[src/rtl/core/qoa_pkg.sv]
`default_nettype none

package qoa_pkg;

    // Stream framing
    localparam int SAMPLES_PER_SLICE = 20;
    localparam int CNT_W         = $clog2(SAMPLES_PER_SLICE + 1);
    localparam int WORD_BYTES    = 8;
    localparam int MIN_FRAME     = 24;
    localparam int CODE_BITS     = 60;

    // Command queue between front and LMS engine
    localparam int CMDQ_DEPTH = 2;
    localparam int CMDQ_PTR_W = (CMDQ_DEPTH > 1) ? $clog2(CMDQ_DEPTH) : 1;
    localparam int CMDQ_CNT_W = $clog2(CMDQ_DEPTH + 1);

    // Sample arithmetic
    localparam int PRED_SHIFT = 13;
    localparam int PROD_W     = 32;
    localparam int ACC_W      = PROD_W + 2;
    localparam int PRED_W     = ACC_W - PRED_SHIFT;
    localparam int SUM_W      = PRED_W + 1;

    typedef enum logic [1:0] {
        CMD_HIST  = 2'd0,
        CMD_WGT   = 2'd1,
        CMD_SLICE = 2'd2,
        CMD_ERR   = 2'd3
    } cmd_kind_t;

    typedef struct packed {
        cmd_kind_t          kind;
        logic [63:0]        data;
        logic [CNT_W-1:0]   count;
        logic               stream_last;
    } cmd_t;

    // Dequantized residual for a scale index and a 3-bit code
    function automatic logic signed [15:0] qoa_dequant(input logic [3:0] sf,
                                                       input logic [2:0] qc);
        logic [63:0] row;
        logic [15:0] mag;
        case (sf)
            4'd0:    row = {16'd1,    16'd3,    16'd5,    16'd7};
            4'd1:    row = {16'd5,    16'd18,   16'd32,   16'd49};
            4'd2:    row = {16'd16,   16'd53,   16'd95,   16'd147};
            4'd3:    row = {16'd34,   16'd113,  16'd203,  16'd315};
            4'd4:    row = {16'd63,   16'd210,  16'd378,  16'd588};
            4'd5:    row = {16'd104,  16'd345,  16'd621,  16'd966};
            4'd6:    row = {16'd158,  16'd528,  16'd950,  16'd1477};
            4'd7:    row = {16'd228,  16'd760,  16'd1368, 16'd2128};
            4'd8:    row = {16'd316,  16'd1053, 16'd1895, 16'd2947};
            4'd9:    row = {16'd422,  16'd1405, 16'd2529, 16'd3934};
            4'd10:   row = {16'd548,  16'd1828, 16'd3290, 16'd5117};
            4'd11:   row = {16'd696,  16'd2320, 16'd4176, 16'd6496};
            4'd12:   row = {16'd868,  16'd2893, 16'd5207, 16'd8099};
            4'd13:   row = {16'd1064, 16'd3548, 16'd6386, 16'd9933};
            4'd14:   row = {16'd1286, 16'd4288, 16'd7718, 16'd12005};
            default: row = {16'd1536, 16'd5120, 16'd9216, 16'd14336};
        endcase
        case (qc[2:1])
            2'd0:    mag = row[63:48];
            2'd1:    mag = row[47:32];
            2'd2:    mag = row[31:16];
            default: mag = row[15:0];
        endcase
        return qc[0] ? -$signed(mag) : $signed(mag);
    endfunction

endpackage

`default_nettype wire

[src/rtl/core/qoa_cmd_fifo.sv]
`default_nettype none

module qoa_cmd_fifo
    import qoa_pkg::*;
(
    input  wire logic clk,
    input  wire logic rst_n,
    input  wire logic push,
    input  wire cmd_t push_cmd,
    output logic      full,
    input  wire logic pop,
    output cmd_t      pop_cmd,
    output logic      empty
);

    cmd_t                  mem [CMDQ_DEPTH];
    logic [CMDQ_PTR_W-1:0] wr_ptr_reg, wr_ptr_next;
    logic [CMDQ_PTR_W-1:0] rd_ptr_reg, rd_ptr_next;
    logic [CMDQ_CNT_W-1:0] count_reg, count_next;

    assign full    = (count_reg == CMDQ_CNT_W'(CMDQ_DEPTH));
    assign empty   = (count_reg == '0);
    assign pop_cmd = mem[rd_ptr_reg];

    // Advance pointers with wrap
    always_comb
    begin
        wr_ptr_next = wr_ptr_reg;
        rd_ptr_next = rd_ptr_reg;
        count_next  = count_reg;
        if (push)
        begin
            wr_ptr_next = (wr_ptr_reg == CMDQ_PTR_W'(CMDQ_DEPTH - 1)) ? '0 : wr_ptr_reg + 1'b1;
        end
        if (pop)
        begin
            rd_ptr_next = (rd_ptr_reg == CMDQ_PTR_W'(CMDQ_DEPTH - 1)) ? '0 : rd_ptr_reg + 1'b1;
        end
        if (push && !pop)
        begin
            count_next = count_reg + 1'b1;
        end
        else if (pop && !push)
        begin
            count_next = count_reg - 1'b1;
        end
    end

    always_ff @(posedge clk or negedge rst_n)
    begin
        if (!rst_n)
        begin
            wr_ptr_reg <= '0;
            rd_ptr_reg <= '0;
            count_reg  <= '0;
        end
        else
        begin
            wr_ptr_reg <= wr_ptr_next;
            rd_ptr_reg <= rd_ptr_next;
            count_reg  <= count_next;
        end
    end

    // Store request
    always_ff @(posedge clk)
    begin
        if (push)
        begin
            mem[wr_ptr_reg] <= push_cmd;
        end
    end

endmodule

`default_nettype wire

[src/rtl/core/qoa_front.sv]
`default_nettype none

module qoa_front
    import qoa_pkg::*;
(
    input  wire logic        clk,
    input  wire logic        rst_n,
    input  wire logic [63:0] stream_word,
    input  wire logic        first_word,
    input  wire logic        word_valid,
    output logic             word_ready,
    input  wire logic [31:0] sample_total,
    input  wire logic        cmd_full,
    output logic             cmd_push,
    output cmd_t             cmd_data
);

    typedef enum logic [5:0] {
        F_HEADER  = 6'b000001,
        F_HISTORY = 6'b000010,
        F_WEIGHTS = 6'b000100,
        F_SLICE   = 6'b001000,
        F_PAD     = 6'b010000,
        F_STOPPED = 6'b100000
    } front_state_t;

    front_state_t phase_reg, phase_next;
    logic [15:0]  fsr_reg, fsr_next;
    logic [15:0]  fbr_reg, fbr_next;
    logic [31:0]  ssr_reg, ssr_next;

    // Working copies after an optional restart
    front_state_t     ph;
    logic [15:0]      fsr;
    logic [15:0]      fbr;
    logic [31:0]      ssr;
    logic [15:0]      fbr_eat;
    logic [CNT_W-1:0] n;
    logic [15:0]      hdr_fs;
    logic [15:0]      hdr_fz;
    logic             hdr_bad;
    logic             accept;

    assign word_ready = !cmd_full;
    assign accept     = word_valid && !cmd_full;

    // Classify the word and build the request for the engine
    always_comb
    begin
        phase_next = phase_reg;
        fsr_next   = fsr_reg;
        fbr_next   = fbr_reg;
        ssr_next   = ssr_reg;
        cmd_push   = 1'b0;
        cmd_data   = '{kind: CMD_HIST, data: stream_word, count: '0, stream_last: 1'b0};

        ph  = phase_reg;
        fsr = fsr_reg;
        fbr = fbr_reg;
        ssr = ssr_reg;
        if (first_word)
        begin
            ph  = F_HEADER;
            fsr = '0;
            fbr = '0;
            ssr = sample_total;
        end

        fbr_eat = (fbr > 16'(WORD_BYTES)) ? fbr - 16'(WORD_BYTES) : '0;
        n       = (fsr < 16'(SAMPLES_PER_SLICE)) ? fsr[CNT_W-1:0] : CNT_W'(SAMPLES_PER_SLICE);
        hdr_fs  = stream_word[31:16];
        hdr_fz  = stream_word[15:0];
        hdr_bad = (stream_word[63:56] != 8'd1) || (hdr_fs == '0)
                  || (hdr_fz < 16'(MIN_FRAME));

        if (accept)
        begin
            phase_next = ph;
            fsr_next   = fsr;
            fbr_next   = fbr;
            ssr_next   = ssr;
            if (ph != F_STOPPED && ssr != '0)
            begin
                case (ph)
                    F_HEADER:
                    begin
                        if (hdr_bad)
                        begin
                            phase_next    = F_STOPPED;
                            cmd_push      = 1'b1;
                            cmd_data.kind = CMD_ERR;
                        end
                        else
                        begin
                            fsr_next   = ({16'd0, hdr_fs} > ssr) ? ssr[15:0] : hdr_fs;
                            fbr_next   = hdr_fz - 16'(WORD_BYTES);
                            phase_next = F_HISTORY;
                        end
                    end
                    F_HISTORY:
                    begin
                        cmd_push      = 1'b1;
                        cmd_data.kind = CMD_HIST;
                        fbr_next      = fbr_eat;
                        phase_next    = F_WEIGHTS;
                    end
                    F_WEIGHTS:
                    begin
                        cmd_push      = 1'b1;
                        cmd_data.kind = CMD_WGT;
                        fbr_next      = fbr_eat;
                        phase_next    = F_SLICE;
                    end
                    F_SLICE:
                    begin
                        cmd_push             = 1'b1;
                        cmd_data.kind        = CMD_SLICE;
                        cmd_data.count       = n;
                        cmd_data.stream_last = (ssr == 32'(n));
                        fbr_next             = fbr_eat;
                        fsr_next             = fsr - 16'(n);
                        ssr_next             = ssr - 32'(n);
                        if (fsr == 16'(n))
                        begin
                            phase_next = (fbr_eat != '0) ? F_PAD : F_HEADER;
                        end
                    end
                    F_PAD:
                    begin
                        fbr_next = fbr_eat;
                        if (fbr_eat == '0)
                        begin
                            phase_next = F_HEADER;
                        end
                    end
                    default:
                    begin
                        phase_next = ph;
                    end
                endcase
            end
        end
    end

    always_ff @(posedge clk or negedge rst_n)
    begin
        if (!rst_n)
        begin
            phase_reg <= F_HEADER;
            fsr_reg   <= '0;
            fbr_reg   <= '0;
            ssr_reg   <= '0;
        end
        else
        begin
            phase_reg <= phase_next;
            fsr_reg   <= fsr_next;
            fbr_reg   <= fbr_next;
            ssr_reg   <= ssr_next;
        end
    end

endmodule

`default_nettype wire

[src/rtl/core/qoa_lms_engine.sv]
`default_nettype none

module qoa_lms_engine
    import qoa_pkg::*;
(
    input  wire logic         clk,
    input  wire logic         rst_n,
    input  wire logic         cmd_empty,
    input  wire cmd_t         cmd_data,
    output logic              cmd_pop,
    output logic              sample_valid,
    input  wire logic         sample_ready,
    output logic signed [15:0] pcm_sample,
    output logic              last_of_slice,
    output logic              stream_end,
    output logic              format_error
);

    typedef enum logic [2:0] {
        B_IDLE = 3'b001,
        B_MUL  = 3'b010,
        B_ACC  = 3'b100
    } back_state_t;

    back_state_t state_reg, state_next;

    logic signed [15:0] hist_reg [4];
    logic signed [15:0] hist_next [4];
    logic signed [15:0] wgt_reg [4];
    logic signed [15:0] wgt_next [4];

    logic [CNT_W-1:0]     left_reg, left_next;
    logic                 end_flag_reg, end_flag_next;
    logic [3:0]           scale_reg, scale_next;
    logic [CODE_BITS-1:0] codes_reg, codes_next;
    logic signed [PROD_W-1:0] prod_reg [4];
    logic signed [PROD_W-1:0] prod_next [4];
    logic signed [15:0]   r_reg, r_next;

    logic                 sample_valid_reg, sample_valid_next;
    logic signed [15:0]   pcm_reg, pcm_next;
    logic                 last_reg, last_next;
    logic                 end_reg, end_next;
    logic                 err_reg, err_next;

    logic                     out_free;
    logic signed [ACC_W-1:0]  acc;
    logic signed [PRED_W-1:0] pred;
    logic signed [SUM_W-1:0]  s_wide;
    logic signed [15:0]       s_sat;
    logic signed [15:0]       delta;
    logic                     slice_done;

    assign sample_valid  = sample_valid_reg;
    assign pcm_sample    = pcm_reg;
    assign last_of_slice = last_reg;
    assign stream_end    = end_reg;
    assign format_error  = err_reg;

    assign out_free = !sample_valid_reg || sample_ready;

    // Prediction, saturation and sign-data weight step
    always_comb
    begin
        acc = ACC_W'(prod_reg[0]) + ACC_W'(prod_reg[1])
            + ACC_W'(prod_reg[2]) + ACC_W'(prod_reg[3]);
        pred   = acc[ACC_W-1:PRED_SHIFT];
        s_wide = SUM_W'(pred) + SUM_W'(r_reg);
        if (s_wide > SUM_W'(32767))
        begin
            s_sat = 16'sh7fff;
        end
        else if (s_wide < -SUM_W'(32768))
        begin
            s_sat = -16'sh8000;
        end
        else
        begin
            s_sat = s_wide[15:0];
        end
        delta      = r_reg >>> 4;
        slice_done = (left_reg == CNT_W'(1));
    end

    // Sequence commands and samples
    always_comb
    begin
        state_next        = state_reg;
        hist_next         = hist_reg;
        wgt_next          = wgt_reg;
        left_next         = left_reg;
        end_flag_next     = end_flag_reg;
        scale_next        = scale_reg;
        codes_next        = codes_reg;
        prod_next         = prod_reg;
        r_next            = r_reg;
        sample_valid_next = sample_valid_reg && !sample_ready;
        pcm_next          = pcm_reg;
        last_next         = last_reg;
        end_next          = end_reg;
        err_next          = err_reg;
        cmd_pop           = 1'b0;

        case (state_reg)
            B_IDLE:
            begin
                if (!cmd_empty && (cmd_data.kind != CMD_ERR || out_free))
                begin
                    cmd_pop = 1'b1;
                    case (cmd_data.kind)
                        CMD_HIST:
                        begin
                            for (int k = 0; k < 4; k++)
                            begin
                                hist_next[k] = cmd_data.data[48-16*k +: 16];
                            end
                        end
                        CMD_WGT:
                        begin
                            for (int k = 0; k < 4; k++)
                            begin
                                wgt_next[k] = cmd_data.data[48-16*k +: 16];
                            end
                        end
                        CMD_SLICE:
                        begin
                            scale_next    = cmd_data.data[63:60];
                            codes_next    = cmd_data.data[CODE_BITS-1:0];
                            left_next     = cmd_data.count;
                            end_flag_next = cmd_data.stream_last;
                            state_next    = B_MUL;
                        end
                        default:
                        begin
                            sample_valid_next = 1'b1;
                            pcm_next          = '0;
                            last_next         = 1'b1;
                            end_next          = 1'b0;
                            err_next          = 1'b1;
                        end
                    endcase
                end
            end
            B_MUL:
            begin
                for (int k = 0; k < 4; k++)
                begin
                    prod_next[k] = wgt_reg[k] * hist_reg[k];
                end
                r_next     = qoa_dequant(scale_reg, codes_reg[CODE_BITS-1 -: 3]);
                codes_next = codes_reg << 3;
                state_next = B_ACC;
            end
            B_ACC:
            begin
                if (out_free)
                begin
                    for (int k = 0; k < 4; k++)
                    begin
                        wgt_next[k] = hist_reg[k][15] ? wgt_reg[k] - delta
                                                      : wgt_reg[k] + delta;
                    end
                    hist_next[0]      = hist_reg[1];
                    hist_next[1]      = hist_reg[2];
                    hist_next[2]      = hist_reg[3];
                    hist_next[3]      = s_sat;
                    sample_valid_next = 1'b1;
                    pcm_next          = s_sat;
                    last_next         = slice_done;
                    end_next          = slice_done && end_flag_reg;
                    err_next          = 1'b0;
                    left_next         = left_reg - 1'b1;
                    state_next        = slice_done ? B_IDLE : B_MUL;
                end
            end
            default:
            begin
                state_next = B_IDLE;
            end
        endcase
    end

    always_ff @(posedge clk or negedge rst_n)
    begin
        if (!rst_n)
        begin
            state_reg        <= B_IDLE;
            sample_valid_reg <= 1'b0;
            left_reg         <= '0;
            end_flag_reg     <= 1'b0;
            for (int k = 0; k < 4; k++)
            begin
                hist_reg[k] <= '0;
                wgt_reg[k]  <= '0;
            end
        end
        else
        begin
            state_reg        <= state_next;
            sample_valid_reg <= sample_valid_next;
            left_reg         <= left_next;
            end_flag_reg     <= end_flag_next;
            hist_reg         <= hist_next;
            wgt_reg          <= wgt_next;
        end
    end

    // Hold datapath and result payload
    always_ff @(posedge clk)
    begin
        scale_reg <= scale_next;
        codes_reg <= codes_next;
        prod_reg  <= prod_next;
        r_reg     <= r_next;
        pcm_reg   <= pcm_next;
        last_reg  <= last_next;
        end_reg   <= end_next;
        err_reg   <= err_next;
    end

endmodule

`default_nettype wire

[src/rtl/core/qoa_mono_stream_decoder.sv]
`default_nettype none

// Mono QOA stream decoder. Feed the stream as big-endian 64-bit words starting
// right after the 8-byte file header, with first_word set on the first word of
// each stream; write the sample total register (byte address 0) before the
// stream starts.
// Header, history, weight and padding words are taken one per cycle while the
// two-entry request queue has room. A slice word is decoded one sample at a time
// in a product stage, then the accumulate/saturate/weight-update stage of the
// 4-tap LMS loop, which waits while a result is still held unaccepted; the next
// request is fetched only after the slice word's last sample. A malformed frame
// header yields one result with format_error set, after which every word is
// dropped until first_word. No clearing pass runs after reset.
module qoa_mono_stream_decoder
    import qoa_pkg::*;
(
    input  wire logic         clk,
    input  wire logic         rst_n,
    // Stream words
    input  wire logic [63:0]  stream_word,
    input  wire logic         first_word,
    input  wire logic         word_valid,
    output logic              word_ready,
    // Samples
    output logic signed [15:0] pcm_sample,
    output logic              last_of_slice,
    output logic              stream_end,
    output logic              format_error,
    output logic              sample_valid,
    input  wire logic         sample_ready,
    // Configuration
    input  wire logic         psel,
    input  wire logic         penable,
    input  wire logic         pwrite,
    input  wire logic [2:0]   paddr,
    input  wire logic [31:0]  pwdata,
    output logic [31:0]       prdata,
    output logic              pready
);

    logic [31:0] sample_total_reg;
    logic        cfg_wr;

    logic cmd_push;
    cmd_t cmd_in;
    logic cmd_full;
    logic cmd_pop;
    cmd_t cmd_out;
    logic cmd_empty;

    // Register access
    assign pready = 1'b1;
    assign cfg_wr = psel && penable && pwrite && !paddr[2];
    assign prdata = paddr[2] ? '0 : sample_total_reg;

    always_ff @(posedge clk or negedge rst_n)
    begin
        if (!rst_n)
        begin
            sample_total_reg <= '0;
        end
        else if (cfg_wr)
        begin
            sample_total_reg <= pwdata;
        end
    end

    qoa_front u_front (
        .clk           (clk),
        .rst_n         (rst_n),
        .stream_word   (stream_word),
        .first_word    (first_word),
        .word_valid    (word_valid),
        .word_ready    (word_ready),
        .sample_total  (sample_total_reg),
        .cmd_full      (cmd_full),
        .cmd_push      (cmd_push),
        .cmd_data      (cmd_in)
    );

    qoa_cmd_fifo u_cmd_fifo (
        .clk      (clk),
        .rst_n    (rst_n),
        .push     (cmd_push),
        .push_cmd (cmd_in),
        .full     (cmd_full),
        .pop      (cmd_pop),
        .pop_cmd  (cmd_out),
        .empty    (cmd_empty)
    );

    qoa_lms_engine u_lms_engine (
        .clk           (clk),
        .rst_n         (rst_n),
        .cmd_empty     (cmd_empty),
        .cmd_data      (cmd_out),
        .cmd_pop       (cmd_pop),
        .sample_valid  (sample_valid),
        .sample_ready  (sample_ready),
        .pcm_sample    (pcm_sample),
        .last_of_slice (last_of_slice),
        .stream_end    (stream_end),
        .format_error  (format_error)
    );

endmodule

`default_nettype wire

[config.mk]
export PLATFORM = sky130hd
export DESIGN_NAME = qoa_mono_stream_decoder
export DESIGN_NICKNAME = d
export VERILOG_FILES = /design/src/rtl/core/qoa_pkg.sv /design/src/rtl/core/qoa_cmd_fifo.sv /design/src/rtl/core/qoa_front.sv /design/src/rtl/core/qoa_lms_engine.sv /design/src/rtl/core/qoa_mono_stream_decoder.sv
export SDC_FILE = /design/constraint.sdc
export NUM_CORES = 2
export LEC_CHECK = 0
export BUFFER_PORTS_ARGS = -buffer_cell sky130_fd_sc_hd__buf_2
export CAP_MARGIN = 25
export CORE_MARGIN = 3
export CORE_UTILIZATION = 45
export DETAILED_ROUTE_END_ITERATION = 10
export PLACE_DENSITY = 0.65
export SYNTH_ARGS = -nofsm -noshare
export SYNTH_HDL_FRONTEND = slang
export SYNTH_SLANG_ARGS = --single-unit
[constraint.sdc]
create_clock -name clk -period 13.2 [get_ports clk]
set_input_delay 1.32 -clock clk [delete_from_list [all_inputs] [get_ports clk]]
set_output_delay 1.32 -clock clk [all_outputs]
set_load 0.02 [all_outputs]
# Word-level counts from Yosys, hierarchy flattened
# Memories as Yosys holds them, arrays and structs flattened. A register that Yosys moved wholly into a read port is not among the register bits.
# Cells that the tools add are included.
# op_classes
n_lt_le_gt_ge,6
n_eq_ne,25
n_reduce_logical,41
addsub,22
mux,89
n_mul,4
# op_table
cell,count
$mux 64,6
$mux 16,19
$pmux 64 s2,2
$mul 16x16->32,4
$mux 32,4
$mux 60,2
$pmux 60 s2,1
$pmux 16 s2,3
$add 16x12->16,4
$sub 16x12->16,4
$mux 6,8
$pmux 16 s3,1
$add 33x32->34,1
$add 34x32->34,1
$add 32x32->33,1
$eq 32x5->1,1
$gt 16x32->1,1
$logic_not 16->1,2
$lt 16x5->1 const B,2
$reduce_bool 32->1,1
$sub 16x4->16 const B,2
$sub 32x5->32,1
$pmux 6 s5,1
$mux 5,5
other kinds (44),110
# totals
n_memories,2
ram_bits,144
output_inout_bits,54
register_bits,471
word_cells,220
input_bits,107
romBits,832
# memory_table
memory,depth,word_bits,read_ports,rd_ports_with_merged_regs,write_ports,line,source
(name not given),16,52,1,1,0,qoa_pkg.sv:43,case (sf)
u_cmd_fifo.mem,2,72,1,0,1,qoa_cmd_fifo.sv:16,cmd_t mem [CMDQ_DEPTH];

# Depth between registers and ports, before layout
# logic_depth
word_depth,11
mapped_depth,27
ltp_nobuf,26

# Hierarchy
# Synthesis repeated with hierarchy kept, for this count alone.
# unflattened
cells_unflattened,7764
hier_area_um2,76628.5
# modules_own_cells
module,cells_per_inst,area_per_inst_um2,n_inst,seq_area_each_um2
qoa_lms_engine,6542,62391.1,1,11212.0
qoa_front,877,6951.7,1,1752.9
qoa_cmd_fifo,240,5731.7,1,4424.2
qoa_mono_stream_decoder,105,1554.0,1,800.8

# Worst setup path after synthesis
# No wires, ideal clock.
# synth_timing
path_kind,input-to-reg
startpoint,input port stream_word[10]
endpoint,"memory u_cmd_fifo.mem[0][0] (netlist name), enable pin"
setup_slack_ns,6.264
n_path_buf,1
cell_stages,8
arrival_time_ns,6.424
required_time_ns,12.689
setup_time_ns,0.511
path_cell_list,or4_1 -> or3_1 -> nor3_1 -> a31oi_1 -> or2_2 -> clkbuf_1 -> a21oi_1 -> nor2b_1
# synth_between
elab_chain_len,8
# synth_lines
element,line,source
start: declaration,qoa_mono_stream_decoder.sv:20,"input wire logic [63:0] stream_word,"
$lt 16x5->1,qoa_front.sv:74,|| (hdr_fz < 16'(MIN_FRAME));
$logic_or 1x1->1,qoa_front.sv:74,
$mux 1,qoa_front.sv:87,if (hdr_bad)
$pmux 1 s2,qoa_front.sv:84,case (ph)
$mux 1,qoa_front.sv:82,if (ph != F_STOPPED && ssr != '0)
$mux 1,qoa_front.sv:76,if (accept)
via cmd_push,qoa_mono_stream_decoder.sv:44,logic cmd_push;
$mux 1,qoa_cmd_fifo.sv:68,if (push)
$mux 1 (implied by the code),qoa_cmd_fifo.sv:70,mem[wr_ptr_reg] <= push_cmd;
end: declaration,qoa_cmd_fifo.sv:16,
# The timed path passes the listed nets, and every way through them passes these cells.

# Final worst setup path
# layout_timing
startpoint,register u_lms_engine.hist_reg[34] (netlist name)
endpoint,register u_lms_engine.prod_reg[95] (netlist name) (data pin)
# layout_between
elab_chain_len,1
# layout_lines
element,line,source
start: declaration,qoa_lms_engine.sv:27,logic signed [15:0] hist_reg [4];
start signal: assignment,qoa_lms_engine.sv:203,hist_reg <= hist_next;
$mul 16x16->32,qoa_lms_engine.sv:148,prod_next[k] = wgt_reg[k] * hist_reg[k];
end signal: assignment,qoa_lms_engine.sv:213,prod_reg <= prod_next;
end: declaration,qoa_lms_engine.sv:36,logic signed [PROD_W-1:0] prod_reg [4];
# No other way between the ends.
# A chain may end at the register's enable or synchronous reset.

==> flow_summary.ini <==
[global_routing]
grt_pass1_vias = 56313
grt_usage_pct = 24.9
grt_max_degree = 93
grt_pass1_wl_mm = 328
grt-ovfl-total = 0
grt_antenna_before_repair = 12

[floorplan]
row_count = 148
die_y_um = 413
start_util_pct = 45.6
ios = 161
die-area_um2 = 171000
chipWidth_um = 413
coreArea_um2 = 164000

[yosys]
avgSynthCellArea_um2 = 9.68
synth_ff_type = edfxtp_1
ys_ff_latch = 662
synth_area_um2 = 74700
synth_top_area_cell = fa_1
ys_seq_area_share_pct = 24.3
synth-async-reset-ratio_pct = 36.9
yosysWarnings = 0
synth_edf_count = 371
synth_area_leaders = fa_1, edfxtp_1, dfrtp_1
synth_top_area_share_pct = 30.0
synthCells = 7721
synthDistinctLibCells = 105
syn_nets = 9428

[layout]
area_growth_pct = 7.65
final_cell_mix = inv_1, fa_1, nand2_1
largest_reg_flops = 144
final_cell_area_um2 = 80400
layout_commonest_cell = inv_1
fillCellCount = 15159
final_nets = 9437
drive_above_1_share_pct = 6.35

[clocking]
holdBufCountCts = 0
cts_buffers = 75
cts_tree = done
clock_tree.root_cell = clkbuf_16
htree_levels = 3
clockBufferDepth = 3
ctsResizeCount = 0
clock-sinks = 662
path_clk_slew_ns = 0.06
postCtsSetupBuffers = 0
clock_latency_ns = 0.68

[place]
place_area_um2 = 77700
gp_congestion = 0.931
port_buffers = 157
dpl.hpwl_mm = 162

[route]
vias_per_cell = 5.45
vias = 54366
drc_errors = 0
routed_wirelength_mm = 209
antenna_left = 0
drt-wirelength-per-cell_um = 20.9
firstDrtPassIters = 6
drt_iter0_drc = 4317

[timing]
hold_violations = 0
whs_ns = 0.484
finalCritPeriodShare_pct = 60.2
fmax_ghz = 0.126
layout_min_cycle_time_ns = 7.95
fin_skew_ns = 0.0475
drv_slew = 0
slew_headroom_pct = 25.7
worst_slew_pin_slew_ns = 1.11
grt_setup_unrepaired = no
setup_viol = 0
finalSetupTns_ns = 0

[worst_setup_path]
crit_arrival_ns = 8.27
worstSetupEndpointType = register
worstPathRequired_ns = 13.53
crit_start = u_lms_engine.hist_reg[34]
crit_type = reg -> reg
start_kind = register
rr_startpoint = u_lms_engine.hist_reg[34]
reg2reg_depth = 20
crit_path_max_fanout = 18

[outcome]
status = completed

[job]
maxCapViolCount = 0

[hold_path]
whs_path_depth = 2
hp-start = u_lms_engine.hist_reg[21]
hp-class = reg -> reg
[cells in the mapped netlist, types with 21 or more instances]
cell type / count
clkbuf_1: 271
a31oi_1: 44
fa_1: 1118
dfxtp_1: 47
o22ai_1: 28
dfrtp_1: 242
xnor2_1: 240
inv_1: 1347
o21ai_0: 305
o21bai_1: 23
and2_1: 442
mux2_2: 43
ha_1: 482
and3_1: 29
buf_2: 24
nor2_1: 415
a21o_1: 81
a21oi_1: 359
nand2_1: 902
mux2i_1: 101
o211ai_1: 29
o31ai_1: 21
edfxtp_1: 371
xor2_1: 71
o21a_1: 46
or2_2: 23
nor2b_1: 74
nand3_1: 60
nand2b_1: 77
nor3_1: 87
a211oi_1: 22
[metal layers]
metal | global-route usage (%) | wire [µm] | vias to the layer above
met2 | 40.2 | 96800 | 1878
met5 | 0 | 27 | -
met1 | 33.7 | 86900 | 27536
met4 | 10.4 | 9980 | 4
li1 | - | - | 24562
met3 | 3.83 | 15200 | 386
[logic make-up (layout without fill, tap and decap cells)]
family | after synthesis | after routing | synth area share, %
AOI/OAI and AO/OA | 1097 | 1097 | 8.98
xor gates and xnor gates | 311 | 311 | 3.65
adders and majority gates | 1600 | 1600 | 38.0
buffers and inverters | 1669 | 1741 | 8.49
DFF | 662 | 662 | 24.3
muxes | 155 | 155 | 2.32
other | 1 | 8 | 0.00502
and+or+nand+nor | 2226 | 2226 | 14.2
[final timing paths]
path / endpoint / slack (ns)
worst max-delay path: u_lms_engine.prod_reg[95] / 5.25
worst min-delay path: u_lms_engine.hist_reg[21] / 0.48
worst max register to register: u_lms_engine.prod_reg[95] / 5.25
worst min register to register: u_lms_engine.hist_reg[21] / 0.48
max in group asynchronous: u_lms_engine.wgt_reg[63] / 10.51
min in group asynchronous: sample_total_reg[26] / 0.64
[critical path, cell delays in order (launching register included)]
cell and delay (ns):
dfrtp_1 1.01, nand2_1 0.22, inv_1 0.14, fa_1 0.49, fa_1 0.46, inv_1 0.34
fa_1 0.53, fa_1 0.58, fa_1 0.48, fa_1 0.51, inv_1 0.05, ha_1 0.34
nand2_1 0.10, nor2_1 0.41, and2_1 0.22, a22o_1 0.13, a31oi_1 0.09, a311oi_1 0.60
a211o_1 0.21, a21oi_1 0.07, xnor2_1 0.65
[final cells by class]
class / instances / area (µm²) / share of cell area [%]
Sequential cell: 662 / 18200 / 22.6
Clock buffer: 98 / 2070 / 2.57
Antenna cell: 7 / 17.5 / 0.0218
Clock inverter: 42 / 508 / 0.632
Inverter: 1348 / 5060 / 6.30
Multi-Input combinational cell: 5390 / 50300 / 62.5
Tap cell: 2175 / 2720 / 3.38
Timing Repair Buffer: 253 / 1600 / 1.98
[stage by stage]
step | setup slack [ns] | cells | utilization, %
detailed placement | 5.34 | 9823 | 47.4
CTS | 5.25 | 9963 | 49.0
global route | 4.94 | 9968 | 49.1
floorplan | 6.26 | 7721 | -
finish | 5.25 | 9975 | 49.1
global placement | 5.46 | 9821 | 47.4
Power is left out: the tool's default activity adds up to more than one toggle a clock period on the data nets, which glitch-free logic cannot reach.
